### config.mk
export PLATFORM = sky130hd
export DESIGN_NAME = audio_sample_format_gain_core_flat
export DESIGN_NICKNAME = d
export VERILOG_FILES = /design/src/design/asfg_pkg.sv /design/src/design/asfg_ifs.sv /design/src/design/asfg_cfg_regs.sv /design/src/design/asfg_front.sv /design/src/design/asfg_back.sv /design/src/design/audio_sample_format_gain_core.sv /design/src/flat_wrapper.sv
export SDC_FILE = /design/constraint.sdc
export NUM_CORES = 2
export LEC_CHECK = 0
export BUFFER_PORTS_ARGS = -buffer_cell sky130_fd_sc_hd__buf_2
export CORE_UTILIZATION = 39
export CTS_CLUSTER_DIAMETER = 80
export DETAILED_ROUTE_END_ITERATION = 10
export SETUP_SLACK_MARGIN = 0.15
export SLEW_MARGIN = 20
export SYNTH_ARGS = -nofsm -noshare
export SYNTH_HDL_FRONTEND = slang
export SYNTH_SLANG_ARGS = --single-unit
### constraint.sdc
create_clock -name clk -period 6.9 [get_ports clk]
set_clock_uncertainty 0.2 [all_clocks]
set_input_delay 1.38 -clock clk [delete_from_list [all_inputs] [get_ports clk]]
set_output_delay 1.38 -clock clk [all_outputs]
set_load 0.005 [all_outputs]
### src/design/asfg_pkg.sv
// Shared types and constants for the PCM sample format / gain converter.
// No dependencies; every other file of the block imports this package.
package asfg_pkg;

  localparam int GAIN_FRAC_BITS_DEF = 16;

  localparam int SAMPLE_W   = 32;   // raw and converted sample width
  localparam int FMT_W      = 2;
  localparam int CFG_IDX_W  = 2;
  localparam int CFG_DATA_W = 32;
  localparam int GW         = 21;   // volume register width, signed
  localparam int XFRAC      = 30;   // fraction bits of the decoded level
  localparam int XW         = 35;   // decoded level, signed, up to +-8
  localparam int PW         = XW + GW;
  localparam int S16_SH     = 16;   // integer gain shift on the s16 to s16 path
  localparam int STAGES     = 5;

  localparam logic [FMT_W-1:0] FMT_F32 = 2'd0;
  localparam logic [FMT_W-1:0] FMT_S16 = 2'd1;
  localparam logic [FMT_W-1:0] FMT_U8  = 2'd2;

  localparam logic [CFG_IDX_W-1:0] REG_SRC_FMT = 2'd0;
  localparam logic [CFG_IDX_W-1:0] REG_OUT_FMT = 2'd1;
  localparam logic [CFG_IDX_W-1:0] REG_GAIN    = 2'd2;

  typedef struct packed {
    logic [FMT_W-1:0]    src_fmt;
    logic [FMT_W-1:0]    out_fmt;
    logic signed [GW-1:0] gain;     // Q4.frac volume as written
    logic signed [GW-1:0] gain16;   // clamped to +-1, scaled to 16 fraction bits
    logic                s16_path;  // s16 in and s16 out
  } asfg_cfg_t;

endpackage

### src/design/asfg_ifs.sv
// Channel interfaces: sample in, sample out and the configuration write port.
// Depends on asfg_pkg.
interface asfg_in_if;
  import asfg_pkg::*;
  logic                valid;
  logic                ready;
  logic [SAMPLE_W-1:0] raw_sample;
  modport source (output valid, output raw_sample, input ready);
  modport sink   (input valid, input raw_sample, output ready);
endinterface

interface asfg_out_if;
  import asfg_pkg::*;
  logic                valid;
  logic                ready;
  logic [SAMPLE_W-1:0] converted_sample;
  modport source (output valid, output converted_sample, input ready);
  modport sink   (input valid, input converted_sample, output ready);
endinterface

interface asfg_cfg_if;
  import asfg_pkg::*;
  logic                  valid;
  logic                  ready;
  logic [CFG_IDX_W-1:0]  index;
  logic [CFG_DATA_W-1:0] data;
  modport source (output valid, output index, output data, input ready);
  modport sink   (input valid, input index, input data, output ready);
endinterface

### src/design/asfg_cfg_regs.sv
// Configuration registers (formats, volume) and the derived gain with 16 fraction bits for the s16 path.
// Depends on asfg_pkg and asfg_cfg_if.
module asfg_cfg_regs #(
  parameter int GAIN_FRAC_BITS = asfg_pkg::GAIN_FRAC_BITS_DEF
) (
  input  logic                  clk,
  input  logic                  rst_n,
  asfg_cfg_if.sink              cfg_if,
  output asfg_pkg::asfg_cfg_t   cfg_o
);
  import asfg_pkg::*;

  localparam int GEW  = ((GAIN_FRAC_BITS + 2) > GW) ? (GAIN_FRAC_BITS + 2) : GW;
  localparam int SH_R = (GAIN_FRAC_BITS >= 16) ? (GAIN_FRAC_BITS - 16) : 0;
  localparam int SH_L = (GAIN_FRAC_BITS < 16) ? (16 - GAIN_FRAC_BITS) : 0;
  localparam logic signed [GEW-1:0] UNITY = GEW'(64'sd1 <<< GAIN_FRAC_BITS);

  logic [FMT_W-1:0]     src_r, src_nxt;
  logic [FMT_W-1:0]     out_r, out_nxt;
  logic signed [GW-1:0] gain_r, gain_nxt;

  logic signed [GEW-1:0] ge, gc;
  logic [GEW-1:0]        mag, msc;
  logic signed [17:0]    v16;

  assign cfg_if.ready = 1'b1;

  always_comb begin
    src_nxt  = src_r;
    out_nxt  = out_r;
    gain_nxt = gain_r;
    if (cfg_if.valid) begin
      case (cfg_if.index)
        REG_SRC_FMT: src_nxt  = cfg_if.data[FMT_W-1:0];
        REG_OUT_FMT: out_nxt  = cfg_if.data[FMT_W-1:0];
        REG_GAIN:    gain_nxt = cfg_if.data[GW-1:0];
        default:     ;
      endcase
    end
  end

  always_ff @(posedge clk) begin
    if (!rst_n) begin
      src_r  <= FMT_S16;
      out_r  <= FMT_S16;
      gain_r <= GW'(65536);
    end else begin
      src_r  <= src_nxt;
      out_r  <= out_nxt;
      gain_r <= gain_nxt;
    end
  end

  // clamp the volume to +-1, then rescale to 16 fraction bits toward zero
  always_comb begin
    ge = GEW'(gain_r);
    if (ge > UNITY) begin
      gc = UNITY;
    end else if (ge < -UNITY) begin
      gc = -UNITY;
    end else begin
      gc = ge;
    end
    mag = gc[GEW-1] ? GEW'(-gc) : GEW'(gc);
    msc = (mag >> SH_R) << SH_L;
    v16 = gc[GEW-1] ? -$signed(msc[17:0]) : $signed(msc[17:0]);
  end

  always_comb begin
    cfg_o.src_fmt  = src_r;
    cfg_o.out_fmt  = out_r;
    cfg_o.gain     = gain_r;
    cfg_o.gain16   = GW'(v16);
    cfg_o.s16_path = (src_r == FMT_S16) && (out_r == FMT_S16);
  end

endmodule

### src/design/asfg_front.sv
// Front stages: decode the source sample to a Q4.30 level, or keep the raw s16 integer on
// the s16 to s16 path, then multiply by the volume. Depends on asfg_pkg.
module asfg_front (
  input  logic                          clk,
  input  logic [1:0]                    en,
  input  logic [asfg_pkg::SAMPLE_W-1:0] raw_sample,
  input  asfg_pkg::asfg_cfg_t           cfg,
  output logic signed [asfg_pkg::PW-1:0] prod
);
  import asfg_pkg::*;

  logic [7:0]           e;
  logic [22:0]          f;
  logic [23:0]          m;
  logic [7:0]           shl, shr;
  logic [XW-2:0]        fmag;
  logic signed [XW-1:0] x;

  logic signed [XW-1:0] a_r, a_nxt;
  logic signed [GW-1:0] b_r, b_nxt;
  logic signed [PW-1:0] p_r, p_nxt;

  // float decode: NaN to zero, saturate at +-8, truncate below 2^-30
  always_comb begin
    e   = raw_sample[30:23];
    f   = raw_sample[22:0];
    m   = {(e != 8'd0), f};
    shl = e - 8'd120;
    shr = 8'd120 - e;
    if (e == 8'hFF && f != 23'd0) begin
      fmag = '0;
    end else if (e >= 8'd130) begin
      fmag = (XW-1)'(1) << (XFRAC + 3);
    end else if (e >= 8'd120) begin
      fmag = (XW-1)'(m) << shl[3:0];
    end else if (shr >= 8'd32) begin
      fmag = '0;
    end else begin
      fmag = (XW-1)'(m) >> shr[4:0];
    end
  end

  always_comb begin
    case (cfg.src_fmt)
      FMT_F32: x = raw_sample[31] ? -$signed({1'b0, fmag}) : $signed({1'b0, fmag});
      FMT_S16: x = XW'($signed(raw_sample[15:0])) <<< (XFRAC - 15);
      FMT_U8:  x = XW'($signed({~raw_sample[7], raw_sample[6:0]})) <<< (XFRAC - 7);
      default: x = '0;
    endcase
    a_nxt = cfg.s16_path ? XW'($signed(raw_sample[15:0])) : x;
    b_nxt = cfg.s16_path ? cfg.gain16 : cfg.gain;
    p_nxt = a_r * b_r;
  end

  always_ff @(posedge clk) begin
    if (en[0]) begin
      a_r <= a_nxt;
      b_r <= b_nxt;
    end
    if (en[1]) begin
      p_r <= p_nxt;
    end
  end

  assign prod = p_r;

endmodule

### src/design/asfg_back.sv
// Back stages: clamp the product, build integer results and find the leading one,
// then normalize and round to IEEE single. Depends on asfg_pkg.
module asfg_back #(
  parameter int GAIN_FRAC_BITS = asfg_pkg::GAIN_FRAC_BITS_DEF
) (
  input  logic                           clk,
  input  logic [2:0]                     en,
  input  logic signed [asfg_pkg::PW-1:0] prod,
  input  asfg_pkg::asfg_cfg_t            cfg,
  output logic [asfg_pkg::SAMPLE_W-1:0]  converted_sample
);
  import asfg_pkg::*;

  localparam int PFRAC = XFRAC + GAIN_FRAC_BITS;
  localparam int MW    = PFRAC + 1;
  localparam int LZW   = $clog2(MW);
  localparam logic signed [PW-1:0] BOUND   = PW'(64'd1 << PFRAC);
  localparam logic signed [PW-1:0] S16_MAX = PW'(32767);
  localparam logic signed [PW-1:0] S16_MIN = PW'(-32768);

  // stage 3
  logic signed [PW-1:0] pc_r, pc_nxt, t;
  logic [15:0]          r16_r, r16_nxt;
  // stage 4
  logic [PW-1:0]        absv;
  logic [MW-1:0]        mag, mag_r;
  logic [LZW-1:0]       lz, lz_r;
  logic                 neg, neg_r, zero_r, flt_r;
  logic [15:0]          m16, s16v;
  logic [PW-1:0]        usum;
  logic [8:0]           u9;
  logic [7:0]           u8v;
  logic [SAMPLE_W-1:0]  int_r, int_nxt;
  // stage 5
  logic [MW-1:0]        nm;
  logic [23:0]          q;
  logic                 guard, sticky, ovf;
  logic [24:0]          q25;
  logic [7:0]           expo;
  logic [22:0]          mant;
  logic [SAMPLE_W-1:0]  fbits, out_r, out_nxt;

  always_comb begin
    if (prod > BOUND) begin
      pc_nxt = BOUND;
    end else if (prod < -BOUND) begin
      pc_nxt = -BOUND;
    end else begin
      pc_nxt = prod;
    end
    t = prod >>> S16_SH;
    if (t > S16_MAX) begin
      r16_nxt = 16'h7FFF;
    end else if (t < S16_MIN) begin
      r16_nxt = 16'h8000;
    end else begin
      r16_nxt = t[15:0];
    end
  end

  always_comb begin
    neg  = pc_r[PW-1];
    absv = neg ? PW'(-pc_r) : PW'(pc_r);
    mag  = absv[MW-1:0];
    lz   = '0;
    for (int i = 0; i < MW; i++) begin
      if (mag[i]) lz = LZW'(MW - 1 - i);
    end
    m16  = mag[PFRAC -: 16];
    s16v = neg ? (16'd0 - m16) : m16;
    if (!neg && m16[15]) s16v = 16'h7FFF;
    usum = pc_r + BOUND;
    u9   = usum[PFRAC+1 -: 9];
    u8v  = u9[8] ? 8'hFF : u9[7:0];
    if (cfg.s16_path) begin
      int_nxt = {16'd0, r16_r};
    end else begin
      case (cfg.out_fmt)
        FMT_S16: int_nxt = {16'd0, s16v};
        FMT_U8:  int_nxt = {24'd0, u8v};
        default: int_nxt = '0;
      endcase
    end
  end

  // round to nearest even; a carry out of the mantissa bumps the exponent
  always_comb begin
    nm      = mag_r << lz_r;
    q       = nm[MW-1 -: 24];
    guard   = nm[MW-25];
    sticky  = |nm[MW-26:0];
    q25     = {1'b0, q} + 25'(guard && (sticky || q[0]));
    ovf     = q25[24];
    mant    = ovf ? 23'd0 : q25[22:0];
    expo    = 8'd127 - 8'(lz_r) + {7'd0, ovf};
    fbits   = zero_r ? '0 : {neg_r, expo, mant};
    out_nxt = flt_r ? fbits : int_r;
  end

  always_ff @(posedge clk) begin
    if (en[0]) begin
      pc_r  <= pc_nxt;
      r16_r <= r16_nxt;
    end
    if (en[1]) begin
      mag_r  <= mag;
      lz_r   <= lz;
      neg_r  <= neg;
      zero_r <= (pc_r == '0);
      flt_r  <= !cfg.s16_path && (cfg.out_fmt == FMT_F32);
      int_r  <= int_nxt;
    end
    if (en[2]) begin
      out_r <= out_nxt;
    end
  end

  assign converted_sample = out_r;

endmodule

### src/design/audio_sample_format_gain_core.sv
// PCM sample format converter with volume: float32, s16 or u8 in and out.
// Channels: in_if takes one raw_sample per request, out_if returns one
// converted_sample per request, cfg_if writes source_format (index 0),
// output_format (index 1) and volume_gain (index 2, Q4.frac signed).
// cfg_if is always ready; write it only while no sample is in flight.
// Pipeline of five register stages: decode, multiply, clamp, integer
// encode with leading-one search, float normalize and round.
// Throughput: one sample per cycle while out_if does not stall; every stage
// holds a valid bit and fills whenever it is empty or the stage after it
// is ready, so a bubble ahead of a stalled result still takes new requests.
// Reset: formats return to s16, volume to 65536 (unity at 16 fraction bits); the pipeline empties.
// When out_if stalls, the last stage holds its result and the stall
// backs up stage by stage until in_if.ready drops.
// Depends on asfg_pkg, asfg_ifs, asfg_cfg_regs, asfg_front and asfg_back.
module audio_sample_format_gain_core #(
  parameter int GAIN_FRAC_BITS = asfg_pkg::GAIN_FRAC_BITS_DEF
) (
  input  logic        clk,
  input  logic        rst_n,
  asfg_cfg_if.sink    cfg_if,
  asfg_in_if.sink     in_if,
  asfg_out_if.source  out_if
);
  import asfg_pkg::*;

  asfg_cfg_t         cfg;
  logic [STAGES:0]   rdy;
  logic [STAGES-1:0] v_r, v_nxt, vin, en;
  logic signed [PW-1:0] prod;

  asfg_cfg_regs #(.GAIN_FRAC_BITS(GAIN_FRAC_BITS)) u_cfg (
    .clk    (clk),
    .rst_n  (rst_n),
    .cfg_if (cfg_if),
    .cfg_o  (cfg)
  );

  asfg_front u_front (
    .clk        (clk),
    .en         (en[1:0]),
    .raw_sample (in_if.raw_sample),
    .cfg        (cfg),
    .prod       (prod)
  );

  asfg_back #(.GAIN_FRAC_BITS(GAIN_FRAC_BITS)) u_back (
    .clk              (clk),
    .en               (en[4:2]),
    .prod             (prod),
    .cfg              (cfg),
    .converted_sample (out_if.converted_sample)
  );

  // a stage loads when it is empty or its contents move on
  always_comb begin
    rdy[STAGES] = out_if.ready;
    for (int i = STAGES - 1; i >= 0; i--) begin
      rdy[i] = !v_r[i] || rdy[i+1];
    end
    vin   = {v_r[STAGES-2:0], in_if.valid};
    en    = rdy[STAGES-1:0] & vin;
    for (int i = 0; i < STAGES; i++) begin
      v_nxt[i] = rdy[i] ? vin[i] : v_r[i];
    end
  end

  always_ff @(posedge clk) begin
    if (!rst_n) begin
      v_r <= '0;
    end else begin
      v_r <= v_nxt;
    end
  end

  assign in_if.ready  = rdy[0];
  assign out_if.valid = v_r[STAGES-1];

  a_full_stall: assert property (@(posedge clk) disable iff (!rst_n)
    (&v_r && !out_if.ready) |-> !in_if.ready)
    else $error("request taken while the full pipeline is stalled");

  a_accept_fills: assert property (@(posedge clk) disable iff (!rst_n)
    (in_if.valid && in_if.ready) |=> v_r[0])
    else $error("accepted request did not enter the first stage");

  a_reset_empty: assert property (@(posedge clk)
    !rst_n |=> (v_r == '0))
    else $error("pipeline not empty after reset");

  a_hold_last: assert property (@(posedge clk) disable iff (!rst_n)
    (v_r[STAGES-1] && !out_if.ready) |=> (v_r[STAGES-1] && $stable(out_if.converted_sample)))
    else $error("stalled result lost or changed");

endmodule
### src/flat_wrapper.sv
// flat-port wrapper written by rule: the top's interface ports become plain ports
module audio_sample_format_gain_core_flat import asfg_pkg::*;
#(
  parameter int GAIN_FRAC_BITS = asfg_pkg::GAIN_FRAC_BITS_DEF
)
  (clk, rst_n, cfg_if_valid, cfg_if_index, cfg_if_data, cfg_if_ready, in_if_valid, in_if_raw_sample, in_if_ready, out_if_valid, out_if_converted_sample, out_if_ready);
  asfg_cfg_if cfg_if_i ();
  asfg_in_if in_if_i ();
  asfg_out_if out_if_i ();
  input  logic clk;
  input  logic rst_n;
  input wire logic [$bits(cfg_if_i.valid)-1:0] cfg_if_valid;
  input wire logic [$bits(cfg_if_i.index)-1:0] cfg_if_index;
  input wire logic [$bits(cfg_if_i.data)-1:0] cfg_if_data;
  output wire logic [$bits(cfg_if_i.ready)-1:0] cfg_if_ready;
  input wire logic [$bits(in_if_i.valid)-1:0] in_if_valid;
  input wire logic [$bits(in_if_i.raw_sample)-1:0] in_if_raw_sample;
  output wire logic [$bits(in_if_i.ready)-1:0] in_if_ready;
  output wire logic [$bits(out_if_i.valid)-1:0] out_if_valid;
  output wire logic [$bits(out_if_i.converted_sample)-1:0] out_if_converted_sample;
  input wire logic [$bits(out_if_i.ready)-1:0] out_if_ready;
  assign cfg_if_i.valid = cfg_if_valid;
  assign cfg_if_i.index = cfg_if_index;
  assign cfg_if_i.data = cfg_if_data;
  assign cfg_if_ready = cfg_if_i.ready;
  assign in_if_i.valid = in_if_valid;
  assign in_if_i.raw_sample = in_if_raw_sample;
  assign in_if_ready = in_if_i.ready;
  assign out_if_valid = out_if_i.valid;
  assign out_if_converted_sample = out_if_i.converted_sample;
  assign out_if_i.ready = out_if_ready;
  audio_sample_format_gain_core #(.GAIN_FRAC_BITS(GAIN_FRAC_BITS)) u_core (.clk(clk), .rst_n(rst_n), .cfg_if(cfg_if_i), .in_if(in_if_i), .out_if(out_if_i));
endmodule
==> impl_metrics.csv <==
group,metric,value,unit
place,dp_hpwl,107000,µm
drt,wl_per_cell,19.2,µm
floorplan,die_h,350,µm
status,status,"finished, violations left",
setup_path,max_stage_delay,550,ps
clock_tree,clkTransAtPathRegs,60,ps
drt,vias,37100,
setup_path,cp_slowest_cell,"fa_1",
drt,wirelength,133000,µm
synthesis,synth-warning-count,0,
clock_tree,ctsLongestPathBuffers,3,
clock_tree,cts-root-buf,"clkbuf_16",
clock_tree,htree_levels,2,
drt,drt_iter0_drc,2268,
synthesis,synth_top_area_share,0.307,
drt,ant_nets,0,
sta,worst_pin_slew,1110,ps
place,dp.cells,6827,
global_route,grt_pass1_wl,213000,µm
synthesis,synth_ff_type,"edfxtp_1",
synthesis,synth_seq_cells,318,
sta,hold_viol,0,
clock_tree,cts_tree,"yes",
synthesis,syn-num-nets,5985,
setup_path,path_class,"flip-flop to flip-flop",
place,dpl_cell_area,0.0525,mm²
floorplan,ioPinCount,106,
synthesis,syn_inst,5030,
drt,drcViolationCount,0,
cells_and_area,fin_util,0.454,
setup_path,crit_chain,"buf_6 > buf_12 > and2_4 > fa_1 > inv_2 > fa_1 > fa_1 > fa_1 > fa_1 > inv_1 > fa_1 > fa_1 > ha_4 > nand3_2 > or3_4 > or2_4 > nor4_4 > buf_4 > or2_4 > a31o_4 > a221o_1 > a21oi_2 > o41a_1 > xnor2_1",
floorplan,core_area,0.120,mm²
clock_tree,clkLatencyLatePin,590,ps
synthesis,ys_async_sr_fraction,0,
global_route,grt_max_degree,75,
synthesis,synth_commonest_cells,"821 x nand2_1, 742 x inv_1, 725 x fa_1",
sta,post-route-min-period,7440,ps
place,io_buffers,93,
sta,slew_headroom,0.254,
setup_path,arrival,7570,ps
job,drv_cap,0,
floorplan,row_count,127,
synthesis,synth_top_cell_by_area,"fa_1",
synthesis,syn_area,0.0473,mm²
setup_path,cp-start-kind,"flip-flop",
synthesis,seq_area_frac_synth,0.195,
synthesis,synth_edf_count,288,
status,violations,"negative setup slack",
cells_and_area,drive_gt1_frac,0.164,
sta,rsz0062_at_grt,"true",
setup_path,cp-end-kind,"flip-flop",
cells_and_area,multi_input_area,0.0347,mm²
drt,drt_pass1_iterations,5,
sta,finalCritPeriodShare,1.08,
cells_and_area,area.growth.synth_to_final,15.2,%
floorplan,initial_core_util,0.394,
global_route,grt-ovfl-total,0,
place,place.gp.congestion,0.910,
sta,setup_viol,21,
drt,via_per_inst,5.35,
setup_path,crit_path_max_fanout,14,
synthesis,syn_avg_cell_area,9.41,µm²
cells_and_area,fillCellCount,11600,
synthesis,yosysMostFrequentCell,"nand2_1",
cells_and_area,final_area,0.0545,mm²
synthesis,synth_area_leaders,"fa_1 31%, edfxtp_1 18%, nand2_1 6.5%, inv_1 5.9%, mux4_2 4.3%",
clock_tree,cts.sinks,318,
sta,max_freq,0.134,GHz
hold_path,hold_path_class,"flip-flop to flip-flop",
setup_path,crit_top_cell,"fa_1",
sta,worst_slack,-536,ps
global_route,grt_pass1_vias,37900,
cells_and_area,nNetsFinal,6242,
clock_tree,holdBufCountCts,0,
sta,slew_viol_final,0,
cells_and_area,regArea,0.00925,mm²
setup_path,r2r_slack,-540,ps
floorplan,die_w,350,µm
global_route,grtUsageTotal,0.219,
synthesis,synth_cell_type_count,97,
global_route,antenna_found_initial,0,
setup_path,cp.required,7030,ps
place,post-place-ws,-690,ps
clock_tree,cts_made_buffers,40,
cells_and_area,instances_no_fill,6932,
floorplan,dieArea,0.123,mm²
-- final cells by class --
| cell class | count | share of cell area |
|---|---|---|
| Antenna cell | 1 | 0.0000459 |
| Clock buffer | 57 | 0.0207 |
| Clock inverter | 17 | 0.00432 |
| Inverter | 747 | 0.0515 |
| Multi-Input combinational cell | 3646 | 0.636 |
| Sequential cell | 318 | 0.170 |
| Tap cell | 1612 | 0.0370 |
| Timing Repair Buffer | 534 | 0.0808 |
-- kinds of logic (layout without fill, tap and decap cells) --
| logic type | count (synthesis) | in the layout | synth area share |
|---|---|---|---|
| AOI/OAI and AO/OA | 695 | 695 | 0.0986 |
| buffers and inverters | 1066 | 1355 | 0.0867 |
| xor gates and xnor gates | 190 | 190 | 0.0352 |
| other | 1 | 2 | 0.0000792 |
| muxes | 203 | 203 | 0.0678 |
| and+or+nand+nor | 1673 | 1673 | 0.168 |
| DFF | 318 | 318 | 0.195 |
| adders and majority gates | 884 | 884 | 0.349 |
-- critical path: cells and delay by family, from the launching register on --
kind,cells,cell delay [ps]
AO/OA/AOI/OAI,4,780
XOR/XNOR,1,130
adder cells (fa/ha/maj),8,3860
buffers and inverters,5,570
flip-flops,1,430
AND/OR/NAND/NOR,6,1220
-- through the flow --
step | TNS, ps | hold slack [ps]
after floorplan | -58.2 | 224
after CTS | -6110 | 307
final | -6270 | 303
after detailed placement | -7520 | 299
after global placement | -7370 | 283
after global routing | -11310 | 348
-- layout by cell type (no fill, tap or decap), drive strengths merged, types with 35 or more instances in the layout --
cell type / instances
a21o: 39
a21oi: 135
a31oi: 35
and2: 255
buf: 532
clkbuf: 58
edfxtp: 288
fa: 725
ha: 159
inv: 740
mux2i: 81
mux4: 91
nand2: 821
nand2b: 54
nand3: 54
nor2: 199
nor3: 56
nor4: 47
o21ai: 151
o22ai: 40
o31ai: 45
or3: 38
xnor2: 127
xor2: 63
-- final timing paths --
| kind | cells past startpoint | to | from |
|---|---|---|---|
| setup reg to reg | 24 | u_core.u_front.prod[53]$_DFFE_PP_ | u_core.u_front.b_r[15]$_DFFE_PP_ |
| hold / removal | 2 | u_core.u_cfg.gain_r[20]$_SDFFE_PN0P_ | u_core.u_cfg.gain_r[20]$_SDFFE_PN0P_ |
| setup / recovery | 24 | u_core.u_front.prod[53]$_DFFE_PP_ | u_core.u_front.b_r[15]$_DFFE_PP_ |
| hold reg to reg | 2 | u_core.u_cfg.gain_r[20]$_SDFFE_PN0P_ | u_core.u_cfg.gain_r[20]$_SDFFE_PN0P_ |
-- registers in the layout, summed over array words and instances (netlist names), 2 cells and up --
| name | flops |
|---|---|
| u_core.u_cfg.gain_r | 21 |
| u_core.u_cfg.src_r | 2 |
| u_core.u_back.int_r | 16 |
| u_core.u_front.b_r | 21 |
| u_core.u_front.a_r | 35 |
| u_core.u_back.r16_r | 16 |
| u_core.u_back.lz_r | 6 |
| u_core.u_back.converted_sample | 32 |
| u_core.u_back.pc_r | 56 |
| u_core.u_back.mag_r | 47 |
| u_core.u_cfg.out_r | 2 |
| u_core.v_r | 5 |
| u_core.u_front.prod | 56 |
-- timing repair --
| action | CTS | global route |
|---|---|---|
| endpoints found under the setup margin | 27 | 28 |
| pin swaps | 30 | 44 |
| setup buffers | 20 | 7 |
| resized for setup | 51 | 45 |
| cloned | 2 | 1 |
-- metal layers --
layer	up-vias	GRT usage	wire, µm
met5	-	0	0
met4	0	0.0610	3690
met3	220	0.0236	6570
met2	1059	0.375	65500
met1	18800	0.293	57600
li1	17000	-	-
Power is left out: the tool's default activity adds up to more than one toggle a clock period on the data nets, which glitch-free logic cannot reach.
